===== config.mk =====
export PLATFORM = sky130hd
export DESIGN_NAME = lfdf_front
export DESIGN_NICKNAME = d
export VERILOG_FILES = /design/src/hdl/assert_macros.svh /design/src/hdl/lfdf_pkg.sv /design/src/hdl/lfdf_front.sv
export SDC_FILE = /design/constraint.sdc
export NUM_CORES = 1
export LEC_CHECK = 0
export ABC_AREA = 0
export BUFFER_PORTS_ARGS = -buffer_cell sky130_fd_sc_hd__buf_2
export CAP_MARGIN = 20
export CORE_ASPECT_RATIO = 2
export CORE_MARGIN = 1.5
export CORE_UTILIZATION = 34
export DETAILED_ROUTE_END_ITERATION = 7
export HOLD_SLACK_MARGIN = 0.1
export SLEW_MARGIN = 5
export SYNTH_ARGS = -nofsm -noshare
export SYNTH_HDL_FRONTEND = slang
export SYNTH_SLANG_ARGS = --single-unit

===== constraint.sdc =====
create_clock -name clk -period 2.9 [get_ports clk]
set_input_delay 0.58 -clock clk [delete_from_list [all_inputs] [get_ports clk]]
set_output_delay 0.58 -clock clk [all_outputs]
set_load 0.01 [all_outputs]

===== src/hdl/assert_macros.svh =====
// assertion helpers
`ifndef ASSERT_MACROS_SVH
`define ASSERT_MACROS_SVH

`define ASSERT_CLK(lbl, prop) \
  lbl: assert property (@(posedge clk) disable iff (!rst_n) prop) else $error("%m failed");

`define ASSERT_CLK_NR(lbl, prop) \
  lbl: assert property (@(posedge clk) prop) else $error("%m failed");

`endif


===== src/hdl/lfdf_pkg.sv =====
package lfdf_pkg;
  localparam int COLUMNS = 84;
  localparam int ROW_GROUPS = 6;
  localparam int CW = 7;
  localparam int GW = 3;
  localparam int AW = 9;
  localparam int DEPTH = COLUMNS * ROW_GROUPS;
  localparam int QDEPTH = 2;

  localparam logic [2:0] ACT_WPIX = 3'd0;
  localparam logic [2:0] ACT_WBYTE = 3'd1;
  localparam logic [2:0] ACT_RPIX = 3'd2;
  localparam logic [2:0] ACT_RBYTE = 3'd3;
  localparam logic [2:0] ACT_FSTART = 3'd4;
  localparam logic [2:0] ACT_FSTEP = 3'd5;

  localparam logic [1:0] KIND_READ = 2'd0;
  localparam logic [1:0] KIND_BYTE = 2'd1;
  localparam logic [1:0] KIND_STAT = 2'd2;

  localparam logic [7:0] CMD_MODE = 8'h20;
  localparam logic [7:0] CMD_ROW = 8'h40;
  localparam logic [7:0] CMD_COL = 8'h80;

  // classified operation passed from front to back
  typedef struct packed {
    logic [2:0]      op;
    logic            ok;
    logic [GW-1:0]   grp;
    logic [CW-1:0]   col;
    logic [2:0]      bitn;
    logic [7:0]      val;
    logic            clr;
  } op_t;

  typedef struct packed {
    logic [1:0] kind;
    logic [7:0] byte_v;
    logic       is_data;
    logic       pixel_bit;
    logic       full_mode;
    logic       flush_done;
    logic       last;
  } res_t;
endpackage


===== src/hdl/lfdf_front.sv =====
module lfdf_front import lfdf_pkg::*; (
  input  logic        clk,
  input  logic        rst_n,
  input  logic        in_tvalid,
  output logic        in_tready,
  input  logic [31:0] in_tdata,
  output logic        q_valid,
  input  logic        q_ready,
  output op_t         q_op
);
  op_t       q_r [QDEPTH];
  logic      wp_r, wp_nxt, rp_r, rp_nxt;
  logic [1:0] cnt_r, cnt_nxt;
  op_t       cls;
  logic [2:0] act;
  logic [5:0] prow;
  logic [2:0] rg;
  logic [6:0] col;
  logic      push, pop;

  assign act  = in_tdata[2:0];
  assign prow = in_tdata[8:3];
  assign rg   = in_tdata[11:9];
  assign col  = in_tdata[18:12];

  always_comb begin
    cls = '0;
    cls.op  = act;
    cls.col = col;
    cls.val = in_tdata[26:19];
    cls.clr = in_tdata[27];
    if (act == ACT_WPIX || act == ACT_RPIX) begin
      cls.grp  = prow[5:3];
      cls.bitn = prow[2:0];
      cls.ok   = ({1'b0, prow[5:3]} < 4'(ROW_GROUPS)) && ({1'b0, col} < 8'(COLUMNS));
    end else begin
      cls.grp  = rg;
      cls.bitn = 3'd0;
      cls.ok   = ({1'b0, rg} < 4'(ROW_GROUPS)) && ({1'b0, col} < 8'(COLUMNS));
    end
  end

  assign in_tready = (cnt_r != 2'(QDEPTH));
  assign push = in_tvalid && in_tready && act <= ACT_FSTEP;
  assign q_valid = (cnt_r != 2'd0);
  assign pop = q_valid && q_ready;
  assign q_op = q_r[rp_r];

  always_comb begin
    wp_nxt = wp_r ^ push;
    rp_nxt = rp_r ^ pop;
    cnt_nxt = cnt_r + {1'b0, push} - {1'b0, pop};
  end

  always_ff @(posedge clk) begin
    if (!rst_n) begin
      wp_r <= 1'b0;
      rp_r <= 1'b0;
      cnt_r <= 2'd0;
    end else begin
      wp_r <= wp_nxt;
      rp_r <= rp_nxt;
      cnt_r <= cnt_nxt;
    end
    if (push) begin
      q_r[wp_r] <= cls;
    end
  end
endmodule


==> results.cfg, run 1 <==
[grt]
grt_pass1_vias = 1251
grt_max_degree = 27
grt_remaining_overflow = 0
grt_usage_pct = 11.83
grt_pass1_wl_um = 5816
antenna_found_initial = 0

[route]
routed_wl_um = 3795
wl_per_cell_um = 13.51
viasPerCell = 4.480
first_pass_iters = 4
detail-route-antenna-nets = 0
drc = 0
first_iter_violations = 32
vias = 1259

[place]
dp_slack_ns = 1.119
dp_cells = 265
dp.final_hpwl_um = 2596
port_buffers = 59
globalplace.congestion = 0.6745

[power_and_ir_drop]
pwr-share-clk_pct = 38.1
power.switching_uw = 597.6
ir_worst_vdd_uv = 489.1
pwr_density_cell_nw_per_um2 = 857.1
leakagePower_uw = 0.001138
swShare_pct = 23.73
p_seq_share_pct = 41.3
combPwrFrac_pct = 20.6
power_uw = 2519
p_int_uw = 1921

[clocking]
cts_made_buffers = 9
root_buffer = clkbuf_16
cts_hold_buf = 0
htree_levels = 3
cts.clk_slew.worst_paths_ns = 0.05
cts_tree = done
clock_sinks = 57
clk_latency_ns = 0.32
cts_buffer_depth = 2
ctsResizeCount = 0
post-cts-setup-buffers = 0

[worst_setup_path]
worstSetupPathType = reg2out
cp-end-kind = output port
critical_path.startpoint_type = flip-flop
cp_max_fo = 26
worstPathRequired_ns = 2.32
arrival_ns = 1.50

[floorplanning]
num_rows = 41
fp.coreArea_um2 = 6361
die_area_um2 = 7158
ios = 64
die_h_um = 118.2
die_x_um = 60.58
start_util_pct = 35.44

[cells_and_area]
area_delta_synth_final_pct = 30.36
nets = 230
final_common_cell = buf_2
layout_common_cells = 59 x buf_2, 52 x edfxtp_1, 28 x mux2_2
num_antenna_cells = 0
stdcell_count = 281
fill_cells = 604
drive_above_1_share_pct = 53.85

[timing]
tns_ns = 0
setup_ws_ns = 0.8189
setup_viol = 0
rsz0062_at_grt = no
clock.fmax_mhz = 480.5
timing.final.crit_period_ns = 2.081
finalClockSkew_ns = 0.002562
fin_crit_sh_pct = 71.76
slew_viol_final = 0
max_slew_margin_pct = 74.93
worst_slew_pin_slew_ns = 0.3760
final_hold_viol_count = 0

[yosys]
synth.largest_area_cell = edfxtp_1
syn-cell-area_um2 = 2255
ys_ff_latch = 57
synth_cells = 118
synth-edff-count = 52
synth_ff_type = edfxtp_1
yosysWarningCount = 0
yosysSeqAreaShare_pct = 73.70
synthTopCellsByArea = edfxtp_1 69%, mux2_2 14%, dfxtp_1 4.4%
synthesis.nets = 158
synth_cell_types = 24
async_flop_share_pct = 0
syn_area_per_cell_um2 = 19.11
yosys.area.top_type_share_pct = 69.26

[worst_hold_path]
worstHoldPathType = in2reg

[flow_run]
maxCapViolations = 0

[run_status]
status = finished, final reports clean
cell families after synthesis:
logic type | after synthesis | synth area share, %
AND/OR/NAND/NOR | 16 | 4.384
XOR/XNOR | 1 | 0.9988
multiplexers | 31 | 15.54
AO/OA/AOI/OAI | 4 | 1.332
buffers and inverters | 5 | 1.831
adder cells (fa/ha/maj) | 4 | 2.220
flip-flops | 57 | 73.70
cell usage after synthesis (all sizes together) (2+ instances only):
| library cell | n |
|---|---|
| ha | 4 |
| edfxtp | 52 |
| mux2i | 2 |
| buf | 3 |
| and2 | 4 |
| mux2 | 29 |
| inv | 2 |
| dfxtp | 5 |
| nand2 | 2 |
| nor2b | 2 |
sequential cells by signal, indices dropped and copies added (netlist names), named ones only:
| register | count |
|---|---|
| wp_r | 1 |
| rp_r | 1 |
| q_r | 52 |
| cnt_r | 2 |
final timing paths:
path	from	end	slack, ns	depth (start not counted)
setup / recovery	flip-flop	q_op[19]	0.82	3
hold / removal	in_tdata[12]	q_r[1][12]$_DFFE_PP_	0.45	1
setup reg to reg	cnt_r[1]$_SDFF_PN0_	cnt_r[1]$_SDFF_PN0_	1.38	7
hold reg to reg	rp_r$_SDFF_PN0_	flip-flop	0.48	2
worst max-delay path, stage by stage, from the launching register on:
cell and delay [ns]:
dfxtp_1 0.30, buf_4 0.34, mux2_2 0.39, buf_2 0.14
power by group through the flow:
stage | logic (uW) | clock network, uW | registers (uW)
after detailed placement | 535 | 0 | 1060
after floorplan | 362 | 0 | 1050
after global routing | 576 | 1020 | 1050
after global placement | 528 | 0 | 1050
after CTS | 537 | 986 | 1040
final | 520 | 959 | 1040
stage by stage:
step	cell area [um2]	utilization [%]	hold WS, ns
detailed placement	2661	41.84	0.4762
global placement	2661	41.84	0.4606
CTS	2939	46.20	0.4329
finish	2939	46.20	0.4488
global route	2939	46.20	0.4301
floorplan	2255	-	0.4516
metal layers:
layer / up-vias / routed length, um / GRT usage, % / share of wire, %
met3: 9 / 266 / 6.674 / 7.0
met4: 0 / 95 / 6.929 / 2.5
met5: - / 0 / 0 / 0
li1: 600 / - / - / -
met2: 51 / 2027 / 18.82 / 53
met1: 599 / 1406 / 11.36 / 37
layout make-up:
class / instances / area, um2 / share of cell area [%]
repair buffers: 64 / 332.8 / 11.32
inverters: 2 / 7.507 / 0.2554
multi-input cells: 56 / 551.8 / 18.77
flip-flops and latches: 57 / 1662 / 56.53
clock inverters: 6 / 48.80 / 1.660
clock buffers: 10 / 229.0 / 7.791
well taps: 86 / 107.6 / 3.661
Power figures use the tool's default switching activity.
==> run 2, diff against run 1 <==
--- a/config.mk
+++ b/config.mk
@@ -5,7 +5,7 @@
 export SDC_FILE = /design/constraint.sdc
 export NUM_CORES = 1
 export LEC_CHECK = 0
-export ABC_AREA = 0
+export ABC_AREA = 1
 export BUFFER_PORTS_ARGS = -buffer_cell sky130_fd_sc_hd__buf_2
 export CAP_MARGIN = 20
 export CORE_ASPECT_RATIO = 2
==> constraint.sdc (replaced) <==
create_clock -name clk -period 1.8 [get_ports clk]
set_input_delay 0.36 -clock clk [delete_from_list [all_inputs] [get_ports clk]]
set_output_delay 0.36 -clock clk [all_outputs]
set_load 0.01 [all_outputs]
==> run 2 against run 1 <==
Compared with the run above:
- count of clock-buffer cells in the layout shrank 1
- flip-flop and latch count is the same
- cell count grew 14%
- area after synthesis grew 5.5%
- largest power group unchanged
- cell area grew 4.6%
- global-route usage shrank 0.61 points
- critical endpoint is now q_op[20]
- routed wire length grew 1.4%
- highest routed layer unchanged
- non-clock buffer count is the same
==> results.cfg, run 2 <==
[run_status]
status = finished, final reports clean

[worst_setup_path]
critical_path.startpoint_type = flip-flop
cp-end-kind = output port
path_cells = buf_12 -> mux2_2 -> buf_2
slowest_stage = mux2_2
r2r_cells = 11
path_buf_inv = 2
worstPathRequired_ns = 1.44
critPathTopFamily = multiplexers
arrival_ns = 1.38
r2r_end = cnt_r[1]$_SDFF_PN0_
max_stage_delay_ns = 0.37
worstSetupPathType = reg2out
reg2reg_setup_slack_ns = 0.20
r2r-start = cnt_r[1]$_SDFF_PN0_
cp_max_fo = 26

[grt]
grt_remaining_overflow = 0
grt_max_degree = 27
grt_pass1_vias = 1375
grt_pass1_wl_um = 6230
grt_use_met1_pct = 12.71
busiest_layer = met2
grt_usage_pct = 11.22
gr-usage-met2_pct = 18.14
grt_util_met3_pct = 4.267
antenna_found_initial = 0

[cells_and_area]
drive_above_1_share_pct = 46.29
fill_cells = 656
multi_input_area_um2 = 598.1
final_common_cell = buf_2
top_regs = q_r x52, cnt_r x2
regArea_um2 = 1663
largest_reg_flops = 52
top_register = q_r
nets = 264
num_antenna_cells = 0
area_delta_synth_final_pct = 29.25
layout_common_cells = 59 x buf_2, 52 x edfxtp_1, 24 x nand2_1

[clocking]
cts_tree = done
post-cts-setup-buffers = 0
clk_latency_ns = 0.31
cts_hold_buf = 0
ctsResizeCount = 0
cts_buffer_depth = 2
clock_sinks = 57
cts_made_buffers = 9
htree_levels = 3
cts.clk_slew.worst_paths_ns = 0.05
root_buffer = clkbuf_16

[yosys]
yosysSeqAreaShare_pct = 69.86
synth.largest_area_cell = edfxtp_1
syn-cell-area_um2 = 2379
synth_common_cells = 52 x edfxtp_1, 24 x nand2_1, 20 x mux2_4, 18 x inv_1, 13 x nor2_1
synth_ff_type = edfxtp_1
synth-xor-area-share_pct = 0
synth_cell_types = 15
synth.most_common_cell = edfxtp_1
yosys.area_share.adder_pct = 2.104
synthMuxAreaShare_pct = 15.47
syn_area_per_cell_um2 = 15.65
synth_top_family_by_area = multiplexers
synth_cells = 152
synth_compound_area_share_pct = 0.8417
synth-edff-count = 52
yosys.area.top_type_share_pct = 65.65
synthSimpleGateAreaFrac_pct = 6.733
yosysWarningCount = 0
async_flop_share_pct = 0
synthTopCellsByArea = edfxtp_1 66%, mux2_4 13%, dfxtp_1 4.2%
synthesis.nets = 192
ys_ff_latch = 57

[flow_run]
maxCapViolations = 0

[route]
vias = 1363
detail-route-antenna-nets = 0
wl_per_cell_um = 12.06
viasPerCell = 4.273
first_iter_violations = 45
routed_wl_um = 3848
first_pass_iters = 4
drc = 0

[power_and_ir_drop]
power_uw = 4162
pwr_density_cell_nw_per_um2 = 1354
ir_worst_vdd_uv = 706.9
leakagePower_uw = 0.001304

[floorplanning]
fp.coreArea_um2 = 6833
die_area_um2 = 7537
die_h_um = 121.3
start_util_pct = 34.81
die_x_um = 62.14
num_rows = 43
ios = 64

[timing]
max_slew_margin_pct = 86.40
rsz0062_at_grt = no
timing.final.crit_period_ns = 1.737
final_hold_viol_count = 0
fin_crit_sh_pct = 96.51
finalClockSkew_ns = 0.006362
tns_ns = 0
slew_viol_final = 0
clock.fmax_mhz = 575.7
setup_viol = 0
worst_slew_pin_slew_ns = 0.2038

[place]
port_buffers = 59
dp.final_hpwl_um = 2659
globalplace.congestion = 0.7495

[worst_hold_path]
holdPathStages = 1
worstHoldPathType = in2reg
min_from = in_tdata[25]
whs_endpoint = q_r[0][7]$_DFFE_PP_
==> run 2: worst register-to-register path, delay by kind of cell (launching register included) <==
| kind | cells | cell delay [ns] |
|---|---|---|
| compound gates | 1 | 0.17 |
| flops | 1 | 0.31 |
| fa+ha+maj | 2 | 0.45 |
| simple gates | 4 | 0.32 |
| buf+inv | 4 | 0.25 |
==> run 2: cells by family (layout without fill, tap and decap cells) <==
logic type,after synthesis,count (layout)
DFF,57,57
muxes,26,26
AOI/OAI and AO/OA,3,3
buffers and inverters,21,98
and+or+nand+nor,41,41
adders and majority gates,4,4
==> run 2: worst max-delay path by stage <==
stage | start | endpoint | depth (start not counted)
3_5_place_dp | in_tdata[2] | cnt_r[1]$_SDFF_PN0_ | 12
2_1_floorplan | cnt_r[1]$_SDFF_PN0_ | q_r[1][0]$_DFFE_PP_ | 4
4_1_cts | flip-flop | q_op[25] | 3
3_3_place_gp | in_tdata[2] | cnt_r[1]$_SDFF_PN0_ | 12
5_1_grt | cnt_r[1]$_SDFF_PN0_ | cnt_r[1]$_SDFF_PN0_ | 11
6_report | flip-flop | q_op[20] | 3
==> run 2: report_power, final <==
| part | internal, uW | switching, uW | leakage [uW] |
|---|---|---|---|
| combinational | 525 | 499 | 0.000653 |
| sequential | 1660 | 54.0 | 0.000525 |
| clock | 908 | 520 | 0.000126 |
| total | 3090 | 1070 | 0.00130 |
==> run 2: per-layer routing <==
metal / routed length, um / vias to the layer above / share of wire [%]
li1: - / 673 / -
met1: 1644 / 625 / 43
met2: 1860 / 58 / 48
met3: 250 / 7 / 6.5
met4: 93 / 0 / 2.4
met5: 0 / - / 0
==> run 2: through the flow <==
stage	area [um2]	hold WS, ns	utilization [%]	std cells	setup WS (ns)
4_1_cts	3074	0.2261	44.99	319	0.03554
3_3_place_gp	2811	0.4701	41.15	303	0.1608
5_1_grt	3074	0.2203	44.99	319	0.0004623
2_1_floorplan	2379	0.4513	-	152	0.08813
3_5_place_dp	2811	0.4801	41.15	303	0.07860
6_report	3074	0.2362	44.99	319	0.06286
==> run 2: cell type report <==
| cell class | count | share of cell area [%] |
|---|---|---|
| clock inverter | 7 | 1.221 |
| timing repair buffer | 64 | 12.05 |
| tap | 90 | 3.663 |
| inverter | 18 | 2.198 |
| clock buffer | 9 | 7.326 |
| multi-input combinational | 74 | 19.45 |
| sequential | 57 | 54.09 |
==> run 3, diff against run 2 <==
--- a/config.mk
+++ b/config.mk
@@ -6,10 +6,10 @@
 export NUM_CORES = 1
 export LEC_CHECK = 0
 export ABC_AREA = 1
-export BUFFER_PORTS_ARGS = -buffer_cell sky130_fd_sc_hd__buf_2
+export BUFFER_PORTS_ARGS = -buffer_cell sky130_fd_sc_hd__buf_4
 export CAP_MARGIN = 20
 export CORE_ASPECT_RATIO = 2
-export CORE_MARGIN = 1.5
+export CORE_MARGIN = 1
 export CORE_UTILIZATION = 34
 export DETAILED_ROUTE_END_ITERATION = 7
 export HOLD_SLACK_MARGIN = 0.1
==> run 3 against run 2 <==
Compared with the run above:
- cell count did not move
- sequential power about the same
- cell area is 7.7% higher
- combinational power up 12%
- via count rose by 2.1%
- highest routed layer unchanged
==> results.cfg, run 3 (synthesis gave the netlist of run 2 again) <==
[worst_hold_path]
min_from = in_tdata[20]
worstHoldPathType = in2reg

[grt]
antenna_found_initial = 0
grt_pass1_wl_um = 6334
grt_remaining_overflow = 0
grt_usage_pct = 12.62
grt_pass1_vias = 1370
grt_max_degree = 17

[clocking]
cts_buffer_depth = 2
post-cts-setup-buffers = 0
cts_tree = done
htree_levels = 3
cts_made_buffers = 9
cts_hold_buf = 0
clock_sinks = 57
clk_latency_ns = 0.32
cts.clk_slew.worst_paths_ns = 0.05
ctsResizeCount = 1
root_buffer = clkbuf_16

[floorplanning]
ios = 64
fp.coreArea_um2 = 6674
num_rows = 42
die_x_um = 61.14
die_h_um = 120.3
start_util_pct = 35.64
die_area_um2 = 7354

[cells_and_area]
num_antenna_cells = 0
nets = 266
layout_common_cells = 64 x buf_4, 52 x edfxtp_1, 24 x nand2_1
stdcell_count = 319
final_common_cell = buf_4
drive_above_1_share_pct = 47.19
top_regs = q_r x52, cnt_r x2
top_register = q_r
largest_reg_flops = 52
fill_cells = 624
regArea_um2 = 1663
multi_input_area_um2 = 598.1
area_delta_synth_final_pct = 39.14

[route]
routed_wl_um = 4051
wl_per_cell_um = 12.70
viasPerCell = 4.364
drc = 0
routed-wl-met3_um = 219
wl_met1_um = 1420
met2_length_um = 2277
detail-route-antenna-nets = 0
maxUsedRoutingLayer = met4
first_iter_violations = 34
first_pass_iters = 3
vias = 1392

[worst_setup_path]
path_cells = buf_6 -> mux2_2 -> buf_4
cp_max_fo = 12
path_buf_inv = 2
slowest_stage = dfxtp_2
max_stage_delay_ns = 0.36
cp-end-kind = output port
worstSetupPathType = reg2out
critical_path.startpoint_type = flip-flop
r2r-start = cnt_r[1]$_SDFF_PN0_
arrival_ns = 1.38
critPathTopFamily = flip-flops
worstPathRequired_ns = 1.44

[timing]
rsz0062_at_grt = no
finalClockSkew_ns = 0.002536
max_slew_margin_pct = 83.85
final_hold_viol_count = 0
timing.final.crit_period_ns = 1.737
setup_viol = 0
slew_viol_final = 0
fin_crit_sh_pct = 96.50
worst_slew_pin_slew_ns = 0.2423
tns_ns = 0
clock.fmax_mhz = 575.7

[place]
dp_cells = 303
globalplace.congestion = 0.6221
port_buffers = 59
dp.final_hpwl_um = 2903

[run_status]
status = finished, final reports clean

[flow_run]
maxCapViolations = 0

[power_and_ir_drop]
leakagePower_uw = 0.001410
pwr_density_cell_nw_per_um2 = 1478
ir_worst_vdd_uv = 810.7
run 3: changes by cell type in the layout (fill, tap and decap cells not counted):
cell | previous run | this run
buf_12 | 3 | 1
clkinv_1 | 2 | 0
clkinv_2 | 3 | 2
clkinvlp_4 | 2 | 0
buf_6 | 0 | 1
buf_2 | 59 | 0
bufinv_16 | 0 | 4
clkbuf_1 | 0 | 1
buf_4 | 2 | 64
run 3: layout make-up:
cell class                      count  area share, %
Clock buffer                       10          6.919
Clock inverter                      6          3.932
Tap cell                           88          3.327
Multi-Input combinational cell     74          18.07
Sequential cell                    57          50.25
Inverter                           18          2.042
Timing Repair Buffer               66          15.46
run 3: per-layer routing:
metal	GRT usage, %	up-vias
li1	-	683
met5	0	-
met2	21.06	50
met1	11.88	648
met4	10.23	0
met3	3.850	11
run 3: where the power goes:
part	total, uW	switching (uW)	leakage [uW]	internal, uW
clock network	2030	548	0.000176	1480
logic	1140	509	0.000709	633
registers	1720	60.2	0.000525	1660
total	4890	1120	0.00141	3770
run 3: final timing paths:
path                         endpoint  slack (ns)  depth (start not counted)
hold reg to reg             flip-flop        0.50                          2
hold / removal    q_r[1][2]$_DFFE_PP_        0.22                          1
setup / recovery             q_op[20]        0.06                          3
setup reg to reg  cnt_r[1]$_SDFF_PN0_        0.19                         11
run 3: per-stage QoR:
stage | setup WS (ns) | utilization [%] | total power, uW | hold slack, ns | cell area, um2
after global routing | 0.006399 | 49.59 | 5114 | 0.2103 | 3309
after global placement | 0.1535 | 44.15 | 2881 | 0.4690 | 2947
after detailed placement | 0.1186 | 44.15 | 2903 | 0.4768 | 2947
after CTS | 0.03462 | 49.59 | 4962 | 0.2051 | 3309
after floorplan | 0.08813 | - | 2452 | 0.4513 | 2379
final | 0.06303 | 49.59 | 4891 | 0.2201 | 3309
run 3: worst reg2reg max path, stage by stage (launching register included):
cell and delay, ns:
dfxtp_1 0.31, inv_1 0.11, nor2_1 0.08, nor2_1 0.14, inv_1 0.07, ha_1 0.27
inv_1 0.04, ha_1 0.18, inv_1 0.05, nand2_1 0.06, a21oi_1 0.14, nor2_1 0.06
